[src/hw/rtl/ffrl_pkg.sv]
// shared types, constants and helpers for the first fault record latch
// depends on nothing; imported by every module of the block
package ffrl_pkg;

   localparam int FRAME_WORDS = 8;
   localparam logic [32:0] FRAME_BYTES = 33'(FRAME_WORDS * 4);

   localparam logic [31:0] REC_MAGIC = 32'h424D_5346;
   localparam logic [31:0] REC_XOR   = 32'hA55A_3CC3;

   localparam logic [31:0] REGION_BASE_RESET  = 32'h2000_0000;
   localparam logic [31:0] REGION_BYTES_RESET = 32'(144 * 1024);

   localparam int CODE_W  = 15;
   localparam int SEQ_W   = 16;
   localparam int KIND_W  = 2;
   localparam int CSR_IDX_W = 2;

   localparam logic [KIND_W-1:0] KIND_RESTORE    = 2'd0;
   localparam logic [KIND_W-1:0] KIND_TRIP       = 2'd1;
   localparam logic [KIND_W-1:0] KIND_HARD_FAULT = 2'd2;

   localparam logic [CSR_IDX_W-1:0] CSR_REGION_BASE  = 2'd0;
   localparam logic [CSR_IDX_W-1:0] CSR_REGION_BYTES = 2'd1;

   typedef struct packed {
      logic [KIND_W-1:0] kind;
      logic [CODE_W-1:0] code;
      logic [31:0]       context_req;
      logic [31:0]       tick;
      logic [31:0]       frame_addr;
      logic [31:0]       stacked_lr;
      logic [31:0]       stacked_pc;
      logic [31:0]       bkp_magic;
      logic [31:0]       bkp_word1;
      logic [31:0]       bkp_payload0;
      logic [31:0]       bkp_payload1;
      logic [31:0]       bkp_checksum;
   } req_type;

   typedef struct packed {
      logic              write_record;
      logic [31:0]       rec_word1;
      logic [31:0]       rec_payload0;
      logic [31:0]       rec_payload1;
      logic [31:0]       rec_checksum;
      logic              force_standby;
      logic              frame_ok;
      logic              latched;
      logic              prev_valid;
      logic [SEQ_W-1:0]  prev_sequence;
      logic [CODE_W-1:0] prev_code;
      logic              prev_frame_valid;
   } rsp_type;

   typedef struct packed {
      logic [31:0] base;
      logic [31:0] bytes;
   } region_type;

   function automatic logic [31:0] rec_sum(input logic [31:0] w1,
                                           input logic [31:0] p0,
                                           input logic [31:0] p1);
      rec_sum = REC_MAGIC ^ w1 ^ p0 ^ p1 ^ REC_XOR;
   endfunction

endpackage

[src/hw/rtl/ffrl_csr.sv]
// region configuration registers, plain write port, no read-back
// depends on ffrl_pkg
module ffrl_csr (
   input  logic                          clock,
   input  logic                          reset,
   input  logic                          csr_write_en,
   input  logic [ffrl_pkg::CSR_IDX_W-1:0] csr_index,
   input  logic [31:0]                   csr_wdata,
   output ffrl_pkg::region_type          region
);
   import ffrl_pkg::*;

   logic [31:0] base_ff;
   logic [31:0] bytes_ff;

   always_ff @(posedge clock) begin
      if (reset) begin
         base_ff  <= REGION_BASE_RESET;
         bytes_ff <= REGION_BYTES_RESET;
      end else if (csr_write_en) begin
         case (csr_index)
            CSR_REGION_BASE:  base_ff  <= csr_wdata;
            CSR_REGION_BYTES: bytes_ff <= csr_wdata;
            default: ;
         endcase
      end
   end

   assign region.base  = base_ff;
   assign region.bytes = bytes_ff;

endmodule

[src/hw/rtl/ffrl_input_stage.sv]
// input register stage: holds one request word until the core takes it
// depends on ffrl_pkg
module ffrl_input_stage (
   input  logic              clock,
   input  logic              reset,
   input  logic              req_valid,
   output logic              req_ready,
   input  ffrl_pkg::req_type req_word,
   input  logic              take,
   output logic              stage_valid,
   output ffrl_pkg::req_type item
);
   import ffrl_pkg::*;

   logic    valid_ff;
   logic    valid_in;
   req_type item_ff;

   assign req_ready = !valid_ff || take;
   assign valid_in  = (req_valid && req_ready) || (valid_ff && !take);

   always_ff @(posedge clock) begin
      if (reset) begin
         valid_ff <= 1'b0;
      end else begin
         valid_ff <= valid_in;
      end
   end

   always_ff @(posedge clock) begin
      if (req_valid && req_ready) begin
         item_ff <= req_word;
      end
   end

   assign stage_valid = valid_ff;
   assign item        = item_ff;

endmodule

[src/hw/rtl/ffrl_core.sv]
// record formatting logic and the latch / previous-record state
// depends on ffrl_pkg
module ffrl_core (
   input  logic                 clock,
   input  logic                 reset,
   input  logic                 fire,
   input  ffrl_pkg::req_type    item,
   input  ffrl_pkg::region_type region,
   output ffrl_pkg::rsp_type    result
);
   import ffrl_pkg::*;

   logic              latched_ff,    latched_in;
   logic              prev_valid_ff, prev_valid_in;
   logic [SEQ_W-1:0]  prev_seq_ff,   prev_seq_in;
   logic [CODE_W-1:0] prev_code_ff,  prev_code_in;
   logic              prev_frame_ff, prev_frame_in;

   logic              restore_ok;
   logic              frame_pass;
   logic [32:0]       frame_last;
   logic [32:0]       region_end;
   logic [SEQ_W-1:0]  next_seq;
   logic [31:0]       w1;
   logic [31:0]       p0;
   logic [31:0]       p1;

   // region check at 33 bits so neither sum wraps
   assign frame_last = {1'b0, item.frame_addr} + FRAME_BYTES;
   assign region_end = {1'b0, region.base} + {1'b0, region.bytes};
   assign frame_pass = (item.frame_addr[1:0] == 2'b00) && (item.frame_addr >= region.base)
                       && (frame_last <= region_end);

   assign restore_ok = (item.bkp_magic == REC_MAGIC) &&
                       (item.bkp_checksum ==
                        rec_sum(item.bkp_word1, item.bkp_payload0, item.bkp_payload1));

   assign next_seq = prev_valid_ff ? SEQ_W'(prev_seq_ff + 1'b1) : SEQ_W'(1);

   always_comb begin
      latched_in    = latched_ff;
      prev_valid_in = prev_valid_ff;
      prev_seq_in   = prev_seq_ff;
      prev_code_in  = prev_code_ff;
      prev_frame_in = prev_frame_ff;
      result        = '0;
      w1            = '0;
      p0            = '0;
      p1            = '0;
      case (item.kind)
         KIND_RESTORE: begin
            prev_valid_in = restore_ok;
            if (restore_ok) begin
               prev_seq_in   = item.bkp_word1[31:16];
               prev_code_in  = item.bkp_word1[CODE_W-1:0];
               prev_frame_in = item.bkp_word1[15];
            end
         end
         KIND_TRIP, KIND_HARD_FAULT: begin
            result.force_standby = 1'b1;
            result.frame_ok      = (item.kind == KIND_HARD_FAULT) && frame_pass;
            if (!latched_ff) begin
               latched_in          = 1'b1;
               w1                  = {next_seq, result.frame_ok, item.code};
               p0                  = result.frame_ok ? item.stacked_pc : item.context_req;
               p1                  = result.frame_ok ? item.stacked_lr : item.tick;
               result.write_record = 1'b1;
               result.rec_word1    = w1;
               result.rec_payload0 = p0;
               result.rec_payload1 = p1;
               result.rec_checksum = rec_sum(w1, p0, p1);
            end
         end
         default: ;
      endcase
      result.latched          = latched_in;
      result.prev_valid       = prev_valid_in;
      result.prev_sequence    = prev_seq_in;
      result.prev_code        = prev_code_in;
      result.prev_frame_valid = prev_frame_in;
   end

   always_ff @(posedge clock) begin
      if (reset) begin
         latched_ff    <= 1'b0;
         prev_valid_ff <= 1'b0;
         prev_seq_ff   <= '0;
         prev_code_ff  <= '0;
         prev_frame_ff <= 1'b0;
      end else if (fire) begin
         latched_ff    <= latched_in;
         prev_valid_ff <= prev_valid_in;
         prev_seq_ff   <= prev_seq_in;
         prev_code_ff  <= prev_code_in;
         prev_frame_ff <= prev_frame_in;
      end
   end

endmodule

[src/hw/rtl/ffrl_output_stage.sv]
// result register: holds one response word until the consumer takes it
// depends on ffrl_pkg
module ffrl_output_stage (
   input  logic              clock,
   input  logic              reset,
   input  logic              load,
   input  ffrl_pkg::rsp_type result,
   output logic              space,
   output logic              rsp_valid,
   input  logic              rsp_ready,
   output ffrl_pkg::rsp_type rsp_word
);
   import ffrl_pkg::*;

   logic    valid_ff;
   logic    valid_in;
   rsp_type word_ff;

   assign space    = !valid_ff || rsp_ready;
   assign valid_in = load || (valid_ff && !rsp_ready);

   always_ff @(posedge clock) begin
      if (reset) begin
         valid_ff <= 1'b0;
      end else begin
         valid_ff <= valid_in;
      end
   end

   always_ff @(posedge clock) begin
      if (load) begin
         word_ff <= result;
      end
   end

   assign rsp_valid = valid_ff;
   assign rsp_word  = word_ff;

endmodule

[src/hw/rtl/first_fault_record_latch.sv]
// top level of the first fault record latch
// depends on ffrl_pkg, ffrl_csr, ffrl_input_stage, ffrl_core, ffrl_output_stage
//
// takes one request word per cycle while the output side is not stalled and
// returns exactly one response word for it: the word is registered on entry, the
// record is formatted in a single pass of compares, one 16-bit increment and xors,
// and the response is registered on exit. throughput is one word per clock, set
// by that single combinational pass; the output register lets a new word enter
// while the previous response still waits. a restore word checks a backup record
// and keeps its sequence, code and frame flag; the first trip or hard fault after
// reset latches and emits a new record, later ones only request standby. the user
// writes region_base and region_bytes through the csr port only while the block
// is idle; the block itself does not enforce this. no clearing pass is needed after reset.
module first_fault_record_latch (
   input  logic                          clock,
   input  logic                          reset,
   // request channel
   input  logic                          req_valid,
   output logic                          req_ready,
   input  ffrl_pkg::req_type             req_word,
   // response channel
   output logic                          rsp_valid,
   input  logic                          rsp_ready,
   output ffrl_pkg::rsp_type             rsp_word,
   // configuration write port
   input  logic                          csr_write_en,
   input  logic [ffrl_pkg::CSR_IDX_W-1:0] csr_index,
   input  logic [31:0]                   csr_wdata
);
   import ffrl_pkg::*;

   region_type region;
   req_type    item;
   rsp_type    result;
   logic       stage_valid;
   logic       out_space;
   logic       fire;

   // the staged word moves on whenever the result register is free or draining
   assign fire = stage_valid && out_space;

   // region registers
   ffrl_csr u_csr (
      .clock        (clock),
      .reset        (reset),
      .csr_write_en (csr_write_en),
      .csr_index    (csr_index),
      .csr_wdata    (csr_wdata),
      .region       (region)
   );

   // entry register
   ffrl_input_stage u_input (
      .clock       (clock),
      .reset       (reset),
      .req_valid   (req_valid),
      .req_ready   (req_ready),
      .req_word    (req_word),
      .take        (fire),
      .stage_valid (stage_valid),
      .item        (item)
   );

   // record formatting and latch state, state commits only when the word moves on
   ffrl_core u_core (
      .clock  (clock),
      .reset  (reset),
      .fire   (fire),
      .item   (item),
      .region (region),
      .result (result)
   );

   // exit register
   ffrl_output_stage u_output (
      .clock     (clock),
      .reset     (reset),
      .load      (fire),
      .result    (result),
      .space     (out_space),
      .rsp_valid (rsp_valid),
      .rsp_ready (rsp_ready),
      .rsp_word  (rsp_word)
   );

endmodule

[config.mk]
export PLATFORM = sky130hd
export DESIGN_NAME = first_fault_record_latch
export DESIGN_NICKNAME = d
export VERILOG_FILES = /design/src/hw/rtl/ffrl_pkg.sv /design/src/hw/rtl/ffrl_csr.sv /design/src/hw/rtl/ffrl_input_stage.sv /design/src/hw/rtl/ffrl_core.sv /design/src/hw/rtl/ffrl_output_stage.sv /design/src/hw/rtl/first_fault_record_latch.sv
export SDC_FILE = /design/constraint.sdc
export NUM_CORES = 1
export LEC_CHECK = 0
export BUFFER_PORTS_ARGS = -buffer_cell sky130_fd_sc_hd__buf_2
export CAP_MARGIN = 5
export CORE_MARGIN = 3
export CORE_UTILIZATION = 35
export CTS_CLUSTER_DIAMETER = 60
export DETAILED_ROUTE_END_ITERATION = 7
export PLACE_DENSITY = 0.54
export SYNTH_ARGS = -nofsm -noshare
export SYNTH_HDL_FRONTEND = slang
export SYNTH_SLANG_ARGS = --single-unit
[constraint.sdc]
create_clock -name clock -period 23.5 [get_ports clock]
set_input_delay 0 -clock clock [delete_from_list [all_inputs] [get_ports clock]]
set_output_delay 0 -clock clock [all_outputs]
set_load 0.005 [all_outputs]
==> results of run 1 <==
## cells by family after synthesis
logic type,count (synthesis),synth area share
AOI/OAI and AO/OA,310,0.07300
xor gates and xnor gates,226,0.07413
adders and majority gates,102,0.04807
buffers and inverters,149,0.02291
DFF,602,0.6395
muxes,93,0.03622
and+or+nand+nor,605,0.1062
## worst min path at each step
stage | end | depth (start not counted)
after global placement | u_input.item[48] | 1
after detailed placement | u_input.item[27] | 1
after CTS | u_csr.base_ff[21] | 5
after floorplan | u_input.item[0] | 0
final | u_csr.base_ff[19] | 5
after global routing | u_csr.base_ff[23] | 5
## per-stage QoR
stage / hold WS (ns) / std cells / total power, uW / setup WS (ns) / util
finish: 0.05574 / 4047 / 2620 / 17.57 / 0.4875
global route: 0.04366 / 4045 / 2725 / 17.09 / 0.4875
CTS: 0.002944 / 4042 / 2651 / 17.62 / 0.4874
global placement: 0.1764 / 3535 / 1495 / 17.82 / 0.4064
detailed placement: 0.1781 / 3535 / 1502 / 17.62 / 0.4064
floorplan: 0.09887 / 2087 / 1406 / 13.86 / -
## state kept, by name, indices dropped and copies added, names as in the netlist
name and cells:
u_input.item 337, u_core.prev_code_ff 15, u_output.rsp_valid 1, u_input.stage_valid 1, u_core.prev_seq_ff 16, u_output.rsp_word 165
u_csr.bytes_ff 32, u_core.prev_frame_ff 1, u_csr.base_ff 32, u_core.prev_valid_ff 1, u_core.latched_ff 1
## report_power, final
| part | switching, uW | leakage, uW | internal [uW] |
|---|---|---|---|
| Combinational | 140 | 0.00785 | 135 |
| Sequential | 31.8 | 0.00564 | 1220 |
| Clock | 472 | 0.00115 | 618 |
| Total | 644 | 0.0146 | 1980 |
## layout make-up
type / instances / area [um2]
clock buffers: 88 / 1956
fillers: 6545 / 38410
inverters: 70 / 262.8
well taps: 969 / 1212
clock inverters: 47 / 390.4
flip-flops and latches: 602 / 17080
repair buffers: 930 / 6584
diodes: 5 / 12.51
multi-input cells: 1336 / 9045
## routing by layer
metal | wire length, um | vias to the layer above | track usage | part of all wire
li1 | - | 9479 | - | -
met1 | 32640 | 9575 | 0.2358 | 0.40
met2 | 38960 | 592 | 0.3303 | 0.48
met3 | 5824 | 173 | 0.05802 | 0.072
met4 | 3639 | 6 | 0.08922 | 0.045
met5 | 34 | - | 0 | 0.00042
## cells in the final DEF, fill, tap and decap left out, types with 25 or more instances in the layout
master	instances
o21ai_0	30
mux2i_1	64
inv_1	69
dfxtp_1	100
nor3_1	25
xor2_1	78
xnor2_1	148
nand2_1	279
ha_1	101
nand3_1	43
buf_2	541
a21o_1	40
dlygate4sd3_1	372
edfxtp_1	502
a21oi_1	162
mux2_2	29
and3_1	27
clkbuf_16	75
nor2_1	110
## worst max-delay path, delay by kind of cell, from the launching register on
kind | cells | cell delay, ns
flops | 1 | 0.33
simple gates | 5 | 1.19
compound gates | 9 | 2.53
fa+ha+maj | 3 | 0.71
buf+inv | 2 | 0.62
==> results.json, run 1 <==
{
  "ff2ff_path_depth": 19,
  "cts.sinks": 602,
  "antenna_found_initial": 7,
  "hp-start": "csr_index[0]",
  "ir_drop_uv": 68.98,
  "synth_edf_count": 502,
  "worstSetupStartpointType": "flop",
  "yosysSeqAreaShare": 0.6395,
  "slowest_stage": "a222oi_1",
  "leakage_uw": 0.01463,
  "run_status": "completed",
  "antenna_left": 0,
  "drcViolationCount": 0,
  "cts_setup_buffers": 0,
  "hold_class": "in -> reg",
  "max_cap_viol_count": 0,
  "r2r_start": "u_csr.base_ff[0]",
  "dr.first_iter.drc_count": 1016,
  "fmax_ghz": 0.1686,
  "syn_avg_cell_area_um2": 12.79,
  "synth_ff_type": "edfxtp_1",
  "synth_cell_type_count": 61,
  "p_per_area_mw_per_mm2": 71.70,
  "slew_viol_final": 0,
  "tightest_slew_ns": 1.213,
  "netlist.top_cell.by_area": "edfxtp_1",
  "clkTransAtPathRegs_ns": 0.06,
  "arrival_ns": 6.28,
  "fin_area_mm2": 0.03654,
  "route.vias.total": 19825,
  "rsz0062_at_grt": "false",
  "crit_fanout": 161,
  "syn_inst": 2087,
  "via_per_inst": 4.899,
  "setup.worst_path.end_class": "flop",
  "cp_common_cell": "ha_1",
  "die_x_um": 282.2,
  "setup_violations": 0,
  "cts_resized": 0,
  "worstSetupEndpoint": "u_output.rsp_word[39]",
  "max_stage_delay_ns": 0.64,
  "netlist_area_mm2": 0.02670,
  "yosys_warnings": 0,
  "fin_crit_sh": 0.2524,
  "cts_tree": "yes",
  "clkLatencyLatePin_ns": 0.62,
  "finalHoldViolCount": 0,
  "drive_gt1_frac": 0.2340,
  "async_flop_share": 0,
  "rrSetupSlack_ns": 17.57,
  "crit_type": "reg -> reg",
  "timing.rr.end": "u_output.rsp_word[39]",
  "grt_pass1_wl_um": 119200,
  "synth_top_area_frac": 0.5645,
  "crit_chain": "ha_1, inv_1, fa_1, nor2b_1, o21ai_0, o21ai_1, a222oi_1, nor3_1, a211oi_1, o211ai_1, nor3b_1, ha_1, nand4_1, nor4_1, a2111oi_4, o2111ai_4, buf_12, a21oi_1, a311o_1",
  "drtPass1Iterations": 5,
  "syn-num-nets": 2565,
  "clock_path_buffers": 3,
  "grt.total_usage": 0.1973,
  "synth_common_cells": "502 x edfxtp_1, 279 x nand2_1, 162 x a21oi_1",
  "area_growth_pct": 36.83,
  "finClkSkew_ns": 0.03480,
  "rows": 100,
  "grt_pass1_vias": 20664,
  "num-nets-final": 3491,
  "initial_core_util": 0.3563,
  "gp_congestion": 0.8231,
  "grt.overflow.total": 0,
  "core_area_mm2": 0.07495,
  "drt_wl_total_um": 81100,
  "hpwl_um": 55750,
  "synth.most_common_cell": "edfxtp_1",
  "hold_buffers": 372,
  "wl_per_cell_um": 20.04,
  "crit_required_ns": 23.85,
  "cp-startpoint": "u_csr.base_ff[0]",
  "finalSetupTns_ns": 0,
  "min_period_ns": 5.931,
  "io_buffers": 542,
  "cts_made_buffers": 73,
  "grt_max_degree": 162,
  "ys_ff_latch": 602,
  "fp.dieH_um": 282.2,
  "cts_root_buf": "clkbuf_16",
  "synth.area.top_cells": "edfxtp_1 56%, dfxtp_1 7.5%, xnor2_1 4.9%, ha_1 4.7%, nand2_1 3.9%",
  "place_area_mm2": 0.03046,
  "die_area_mm2": 0.07965,
  "max_slew_margin": 0.1912,
  "io_pins": 543,
  "htreeDepth": 3
}
Power figures use the tool's default switching activity.
==> run 2, diff against run 1 <==
clock period = 6.1 ns   (was 23.5 ns; I/O delays follow)
==> run 2 against run 1 <==
Effect of this change: first-iteration DRC count rose by 12%; clock-buffer cell count rose by 7; cell count rose by 0.57%; fmax grew 5.7%; clock skew is 0.0061 ns lower; largest power group unchanged; register-to-register slack worse by 17 ns; hold slack improved by 0.027 ns; critical path type unchanged; via count up 0.73%; global-route usage barely moved; setup slack got worse by 17 ns; routed wire length is 0.21% lower.
==> results.json, run 2 (synthesis results as in run 1) <==
{
  "run_status": "completed",
  "cts_resized": 0,
  "drtPass1Iterations": 5,
  "min_period_ns": 5.611,
  "ff2ff_path_depth": 18,
  "slew_viol_final": 0,
  "antenna_left": 0,
  "grt_max_degree": 164,
  "drt_wl_total_um": 80930,
  "cts_setup_buffers": 0,
  "tightest_slew_ns": 1.077,
  "io_pins": 543,
  "cp_num_buf_inv": 2,
  "finalHoldViolCount": 0,
  "dr.first_iter.drc_count": 1140,
  "critPathTopFamily": "compound AO/OA/AOI/OAI gates",
  "clkLatencyLatePin_ns": 0.62,
  "clkTransAtPathRegs_ns": 0.06,
  "grt.total_usage": 0.1972,
  "setup_violations": 0,
  "cp_common_cell": "a21o_1",
  "grt.overflow.total": 0,
  "io_buffers": 542,
  "die_area_mm2": 0.07965,
  "max_cap_viol_count": 0,
  "cts_tree": "yes",
  "max_stage_delay_ns": 0.62,
  "leakage_uw": 0.01482,
  "worstSetupStartpointType": "flop",
  "drive_gt1_frac": 0.2362,
  "route.vias.total": 19970,
  "setup.worst_path.end_class": "flop",
  "crit_fanout": 19,
  "rows": 100,
  "drcViolationCount": 0,
  "max_slew_margin": 0.2818,
  "via_per_inst": 4.907,
  "cts.sinks": 602,
  "final_util": 0.4934,
  "finalSetupTns_ns": 0,
  "worstSetupPathDepth": 18,
  "hpwl_um": 56410,
  "crit_type": "reg -> reg",
  "cts_root_buf": "clkbuf_16",
  "largest_reg_flops": 337,
  "htreeDepth": 3,
  "arrival_ns": 5.96,
  "area_growth_pct": 38.49,
  "fin_cells": 4070,
  "crit_chain": "ha_1, a21o_1, a21o_1, a21o_1, nor4_1, o31ai_1, a211o_1, a21oi_1, xor2_1, ha_1, nand4_1, nor4_1, a2111oi_4, o2111ai_4, buf_4, buf_4, mux2i_1, nor2_1",
  "initial_core_util": 0.3563,
  "grt_pass1_wl_um": 119500,
  "wl_per_cell_um": 19.88,
  "finClkSkew_ns": 0.02872,
  "hold_class": "in -> reg",
  "core_area_mm2": 0.07495,
  "mostFrequentLayoutCells": "541 x buf_2, 502 x edfxtp_1, 381 x dlygate4sd3_1, 279 x nand2_1, 162 x a21oi_1",
  "gp_congestion": 0.8618,
  "rsz0062_at_grt": "false",
  "clock_path_buffers": 3,
  "slowest_stage": "nor4_1",
  "cts_made_buffers": 76,
  "fp.dieH_um": 282.2,
  "ir_drop_uv": 239.7,
  "die_x_um": 282.2,
  "hold_depth": 2,
  "p_per_area_mw_per_mm2": 284.2,
  "fin_crit_sh": 0.9198,
  "whs_ns": 0.08306,
  "crit_required_ns": 6.44,
  "grt_pass1_vias": 20966,
  "dp_cells": 3544,
  "antenna_found_initial": 8,
  "num-nets-final": 3512,
  "fmax_ghz": 0.1782,
  "layout_commonest_cell": "buf_2"
}
-- run 2: cell count changes in the layout (fill, tap and decap cells not counted), moves of 3 or more --
cell           before  now
inv_6               2    5
clkinv_1            9    5
dlygate4sd3_1     372  381
bufinv_16           1    9
clkinv_2           19   10
clkbuf_1           10   15
clkinv_8            1    5
buf_4              15   21
buf_12              2    5
-- run 2: final cells by class --
class,instances,area (um2)
multi-input combinational,1336,9045
inverter,70,262.8
clock inverter,44,566.8
tap,969,1212
sequential,602,17080
clock buffer,95,2024
fill,6561,37970
antenna,6,15.01
timing repair buffer,948,6779
-- run 2: worst paths after layout --
check	startpoint	endpoint	slack (ns)
worst max-delay path	u_csr.base_ff[10]	u_output.rsp_word[90]	0.49
worst min-delay path	req_word[93]	u_input.item[93]	0.08
worst max register to register	u_csr.base_ff[10]	u_output.rsp_word[90]	0.49
worst min register to register	u_core.prev_code_ff[0]	u_core.prev_code_ff[0]	0.45
-- run 2: timing repair --
item	4_1_cts	5_1_grt
endpoints found under the setup margin	0	0
hold endpoints to repair	436	0
hold buffers	381	0
-- run 2: stage by stage --
stage               setup slack, ns  total power [uW]  instance area, um2
finish                       0.4892             10510               36980
global route                 0.1087             10920               36970
CTS                          0.4552             10640               36970
detailed placement           0.4660              5781               30560
global placement             0.6264              5753               30560
floorplan                   0.05001              5392               26710
-- run 2: power by group --
group | internal (uW) | total, uW | switching [uW]
registers | 4710 | 4830 | 120
clock network | 2770 | 4620 | 1840
logic | 523 | 1060 | 540
total | 8010 | 10500 | 2500
-- run 2: per-layer routing --
layer  share of wire  track usage  vias to the layer above  wire, um
met3           0.073      0.05645                      169      5922
met5         0.00028            0                        -        23
li1                -            -                     9516         -
met2            0.49       0.3435                      629     39970
met1            0.39       0.2305                     9652     31700
met4           0.041      0.07623                        4      3303
==> run 3, diff against run 2 <==
ABC_AREA = 1   (was default)
CTS_BUF_LIST = sky130_fd_sc_hd__clkbuf_16   (was default)
==> run 3 against run 2 <==
Effect of this change: die area up 4.3%; largest cell class unchanged; sequential power about the same; register-to-register slack better by 0.50 ns; non-clock buffer count up 15; first-iteration DRC count up 17%; clock skew up 0.011 ns; area after synthesis up 4.4%; fmax up 9.8%; final area up 3.0%; clock-buffer cell count down 22; setup slack better by 0.50 ns.
==> results.json, run 3 <==
{
  "netlist_area_mm2": 0.02787,
  "clkTransAtPathRegs_ns": 0.06,
  "fin_cells": 4778,
  "io_buffers": 542,
  "drcViolationCount": 0,
  "async_flop_share": 0,
  "grt_pass1_vias": 22356,
  "grt_pass1_wl_um": 129600,
  "cp-startpoint": "u_csr.base_ff[0]",
  "antenna_found_initial": 7,
  "worstSetupStartpointType": "flop",
  "layout_commonest_cell": "nand2_1",
  "r2r_start": "u_csr.base_ff[0]",
  "wl_per_cell_um": 18.04,
  "grt_max_degree": 143,
  "route.vias.total": 22333,
  "finalSetupTns_ns": 0,
  "rsz0062_at_grt": "false",
  "max_cap_viol_count": 0,
  "yosysSeqAreaShare": 0.6126,
  "synth_cell_type_count": 55,
  "slew_viol_final": 0,
  "netlist.top_cell.by_area": "edfxtp_1",
  "arrival_ns": 5.48,
  "synth.area.top_cells": "edfxtp_1 54%, nand2_1 8.2%, dfxtp_1 7.2%, inv_1 4.6%, ha_1 4.5%",
  "largest_reg_flops": 337,
  "synth_top_area_frac": 0.5408,
  "ys_ff_latch": 602,
  "cts_tree": "yes",
  "syn_inst": 2718,
  "synth_common_cells": "608 x nand2_1, 502 x edfxtp_1, 339 x inv_1",
  "die_area_mm2": 0.08306,
  "dp_cells": 4234,
  "setup.worst_path.end_class": "flop",
  "synth_edf_count": 502,
  "cp_common_cell": "nand2_1",
  "cts_root_buf": "clkbuf_16",
  "synth.most_common_cell": "nand2_1",
  "initial_core_util": 0.3563,
  "rrSetupSlack_ns": 0.99,
  "rows": 102,
  "crit_required_ns": 6.47,
  "gp_congestion": 0.8521,
  "synth_ff_type": "edfxtp_1",
  "yosys_warnings": 0,
  "cts_setup_buffers": 0,
  "hold_class": "in -> reg",
  "htreeDepth": 3,
  "dr.first_iter.drc_count": 1330,
  "p_per_area_mw_per_mm2": 273.2,
  "syn-num-nets": 3196,
  "grt.total_usage": 0.2037,
  "hold_buffers": 402,
  "max_slew_margin": 0.1726,
  "crit_fanout": 56,
  "antenna_left": 0,
  "setup_violations": 0,
  "num-nets-final": 4149,
  "syn_avg_cell_area_um2": 10.25,
  "mostFrequentLayoutCells": "608 x nand2_1, 542 x buf_2, 502 x edfxtp_1, 402 x dlygate4sd3_1, 354 x inv_1",
  "finClkSkew_ns": 0.03984,
  "cts_resized": 0,
  "core_area_mm2": 0.07823,
  "drtPass1Iterations": 5,
  "fp.dieH_um": 288.2,
  "slowest_stage": "buf_4",
  "run_status": "completed",
  "area_growth_pct": 36.66,
  "hpwl_um": 58780,
  "max_stage_delay_ns": 0.63,
  "tightest_slew_ns": 1.240,
  "cts.sinks": 602,
  "fin_crit_sh": 0.8374,
  "finalHoldViolCount": 0,
  "drt_wl_total_um": 86200,
  "min_period_ns": 5.108,
  "leakage_uw": 0.01671,
  "clkLatencyLatePin_ns": 0.63,
  "drive_gt1_frac": 0.1916,
  "fmax_ghz": 0.1958,
  "clock_path_buffers": 3,
  "cts_made_buffers": 73,
  "ir_drop_uv": 255.5,
  "crit_type": "reg -> reg",
  "timing.rr.end": "u_output.rsp_word[61]",
  "via_per_inst": 4.674,
  "die_x_um": 288.2,
  "ff2ff_path_depth": 29,
  "grt.overflow.total": 0,
  "worstSetupEndpoint": "u_output.rsp_word[61]",
  "io_pins": 543
}
-- run 3: cell count changes in the layout (fill, tap and decap cells not counted), sizes merged, moves of 21 or more --
cell         change
nand4           +53
xnor2           -80
o21ai           +74
or2             +21
inv            +288
nor2           +113
dlygate4sd3     +21
a21o            -34
mux2i           -64
nand2          +337
and3            -26
clkbuf          -22
mux2            -29
nand3          +127
-- run 3: per-layer routing --
layer	GRT usage	wire length, um	vias up
met5	0	0	-
met4	0.06598	2809	0
met3	0.05178	6362	149
met2	0.3369	40160	680
met1	0.2618	36860	10435
li1	-	-	11069
-- run 3: per-stage QoR --
| step | util | hold WS [ns] | setup WS [ns] | instance area (um2) | power (uW) |
|---|---|---|---|---|---|
| CTS | 0.4867 | 0.03218 | 1.089 | 38070 | 10520 |
| detailed placement | 0.4045 | 0.1781 | 1.098 | 31650 | 6003 |
| floorplan | - | 0.09887 | 0.07067 | 27880 | 5574 |
| finish | 0.4869 | 0.07990 | 0.9921 | 38090 | 10410 |
| global placement | 0.4045 | 0.1764 | 1.198 | 31650 | 5995 |
| global route | 0.4868 | 0.05455 | 0.5251 | 38090 | 10880 |
-- run 3: worst min path at each step --
stage	startpoint	to	slack, ns	cells past startpoint
after CTS	req_word[110]	u_input.item[110]	0.03	2
after floorplan	req_word[0]	u_input.item[0]	0.1	0
after global placement	req_word[14]	u_input.item[14]	0.18	1
final	req_word[44]	u_input.item[44]	0.08	2
after detailed placement	req_word[259]	u_input.item[259]	0.18	1
after global routing	req_word[0]	u_input.item[0]	0.05	2
-- run 3: area by class of cell --
cell class / count / area [um2]
repair buffers: 963 / 6942
clock buffers: 73 / 1827
flip-flops and latches: 602 / 17080
inverters: 345 / 1308
multi-input cells: 1686 / 9045
fillers: 7181 / 40140
diodes: 7 / 17.52
well taps: 1040 / 1301
clock inverters: 62 / 574.3
-- run 3: kinds of logic (layout without fill, tap and decap cells) --
| kind of cell | after synthesis | count (layout) | share of synthesized area |
|---|---|---|---|
| AO/OA/AOI/OAI | 301 | 301 | 0.05894 |
| XOR/XNOR | 130 | 130 | 0.04085 |
| adder cells (fa/ha/maj) | 102 | 102 | 0.04606 |
| buffers and inverters | 430 | 1443 | 0.06352 |
| flip-flops | 602 | 602 | 0.6126 |
| other | 0 | 7 | 0 |
| AND/OR/NAND/NOR | 1153 | 1153 | 0.1780 |
-- run 3: worst max-delay path: cells and delay by family, from the launching register on --
kind | cells | cell delay [ns]
AND/OR/NAND/NOR | 18 | 1.57
AO/OA/AOI/OAI | 5 | 1.12
adder cells (fa/ha/maj) | 3 | 0.92
buffers and inverters | 2 | 0.71
flip-flops | 1 | 0.36
XOR/XNOR | 1 | 0.16
-- run 3: power breakdown --
part           switching (uW)  total, uW  leakage [uW]  internal, uW
clock                    1840       4280       0.00123          2440
combinational             710       1260       0.00980           552
sequential                123       4860       0.00568          4740
total                    2670      10400        0.0167          7740
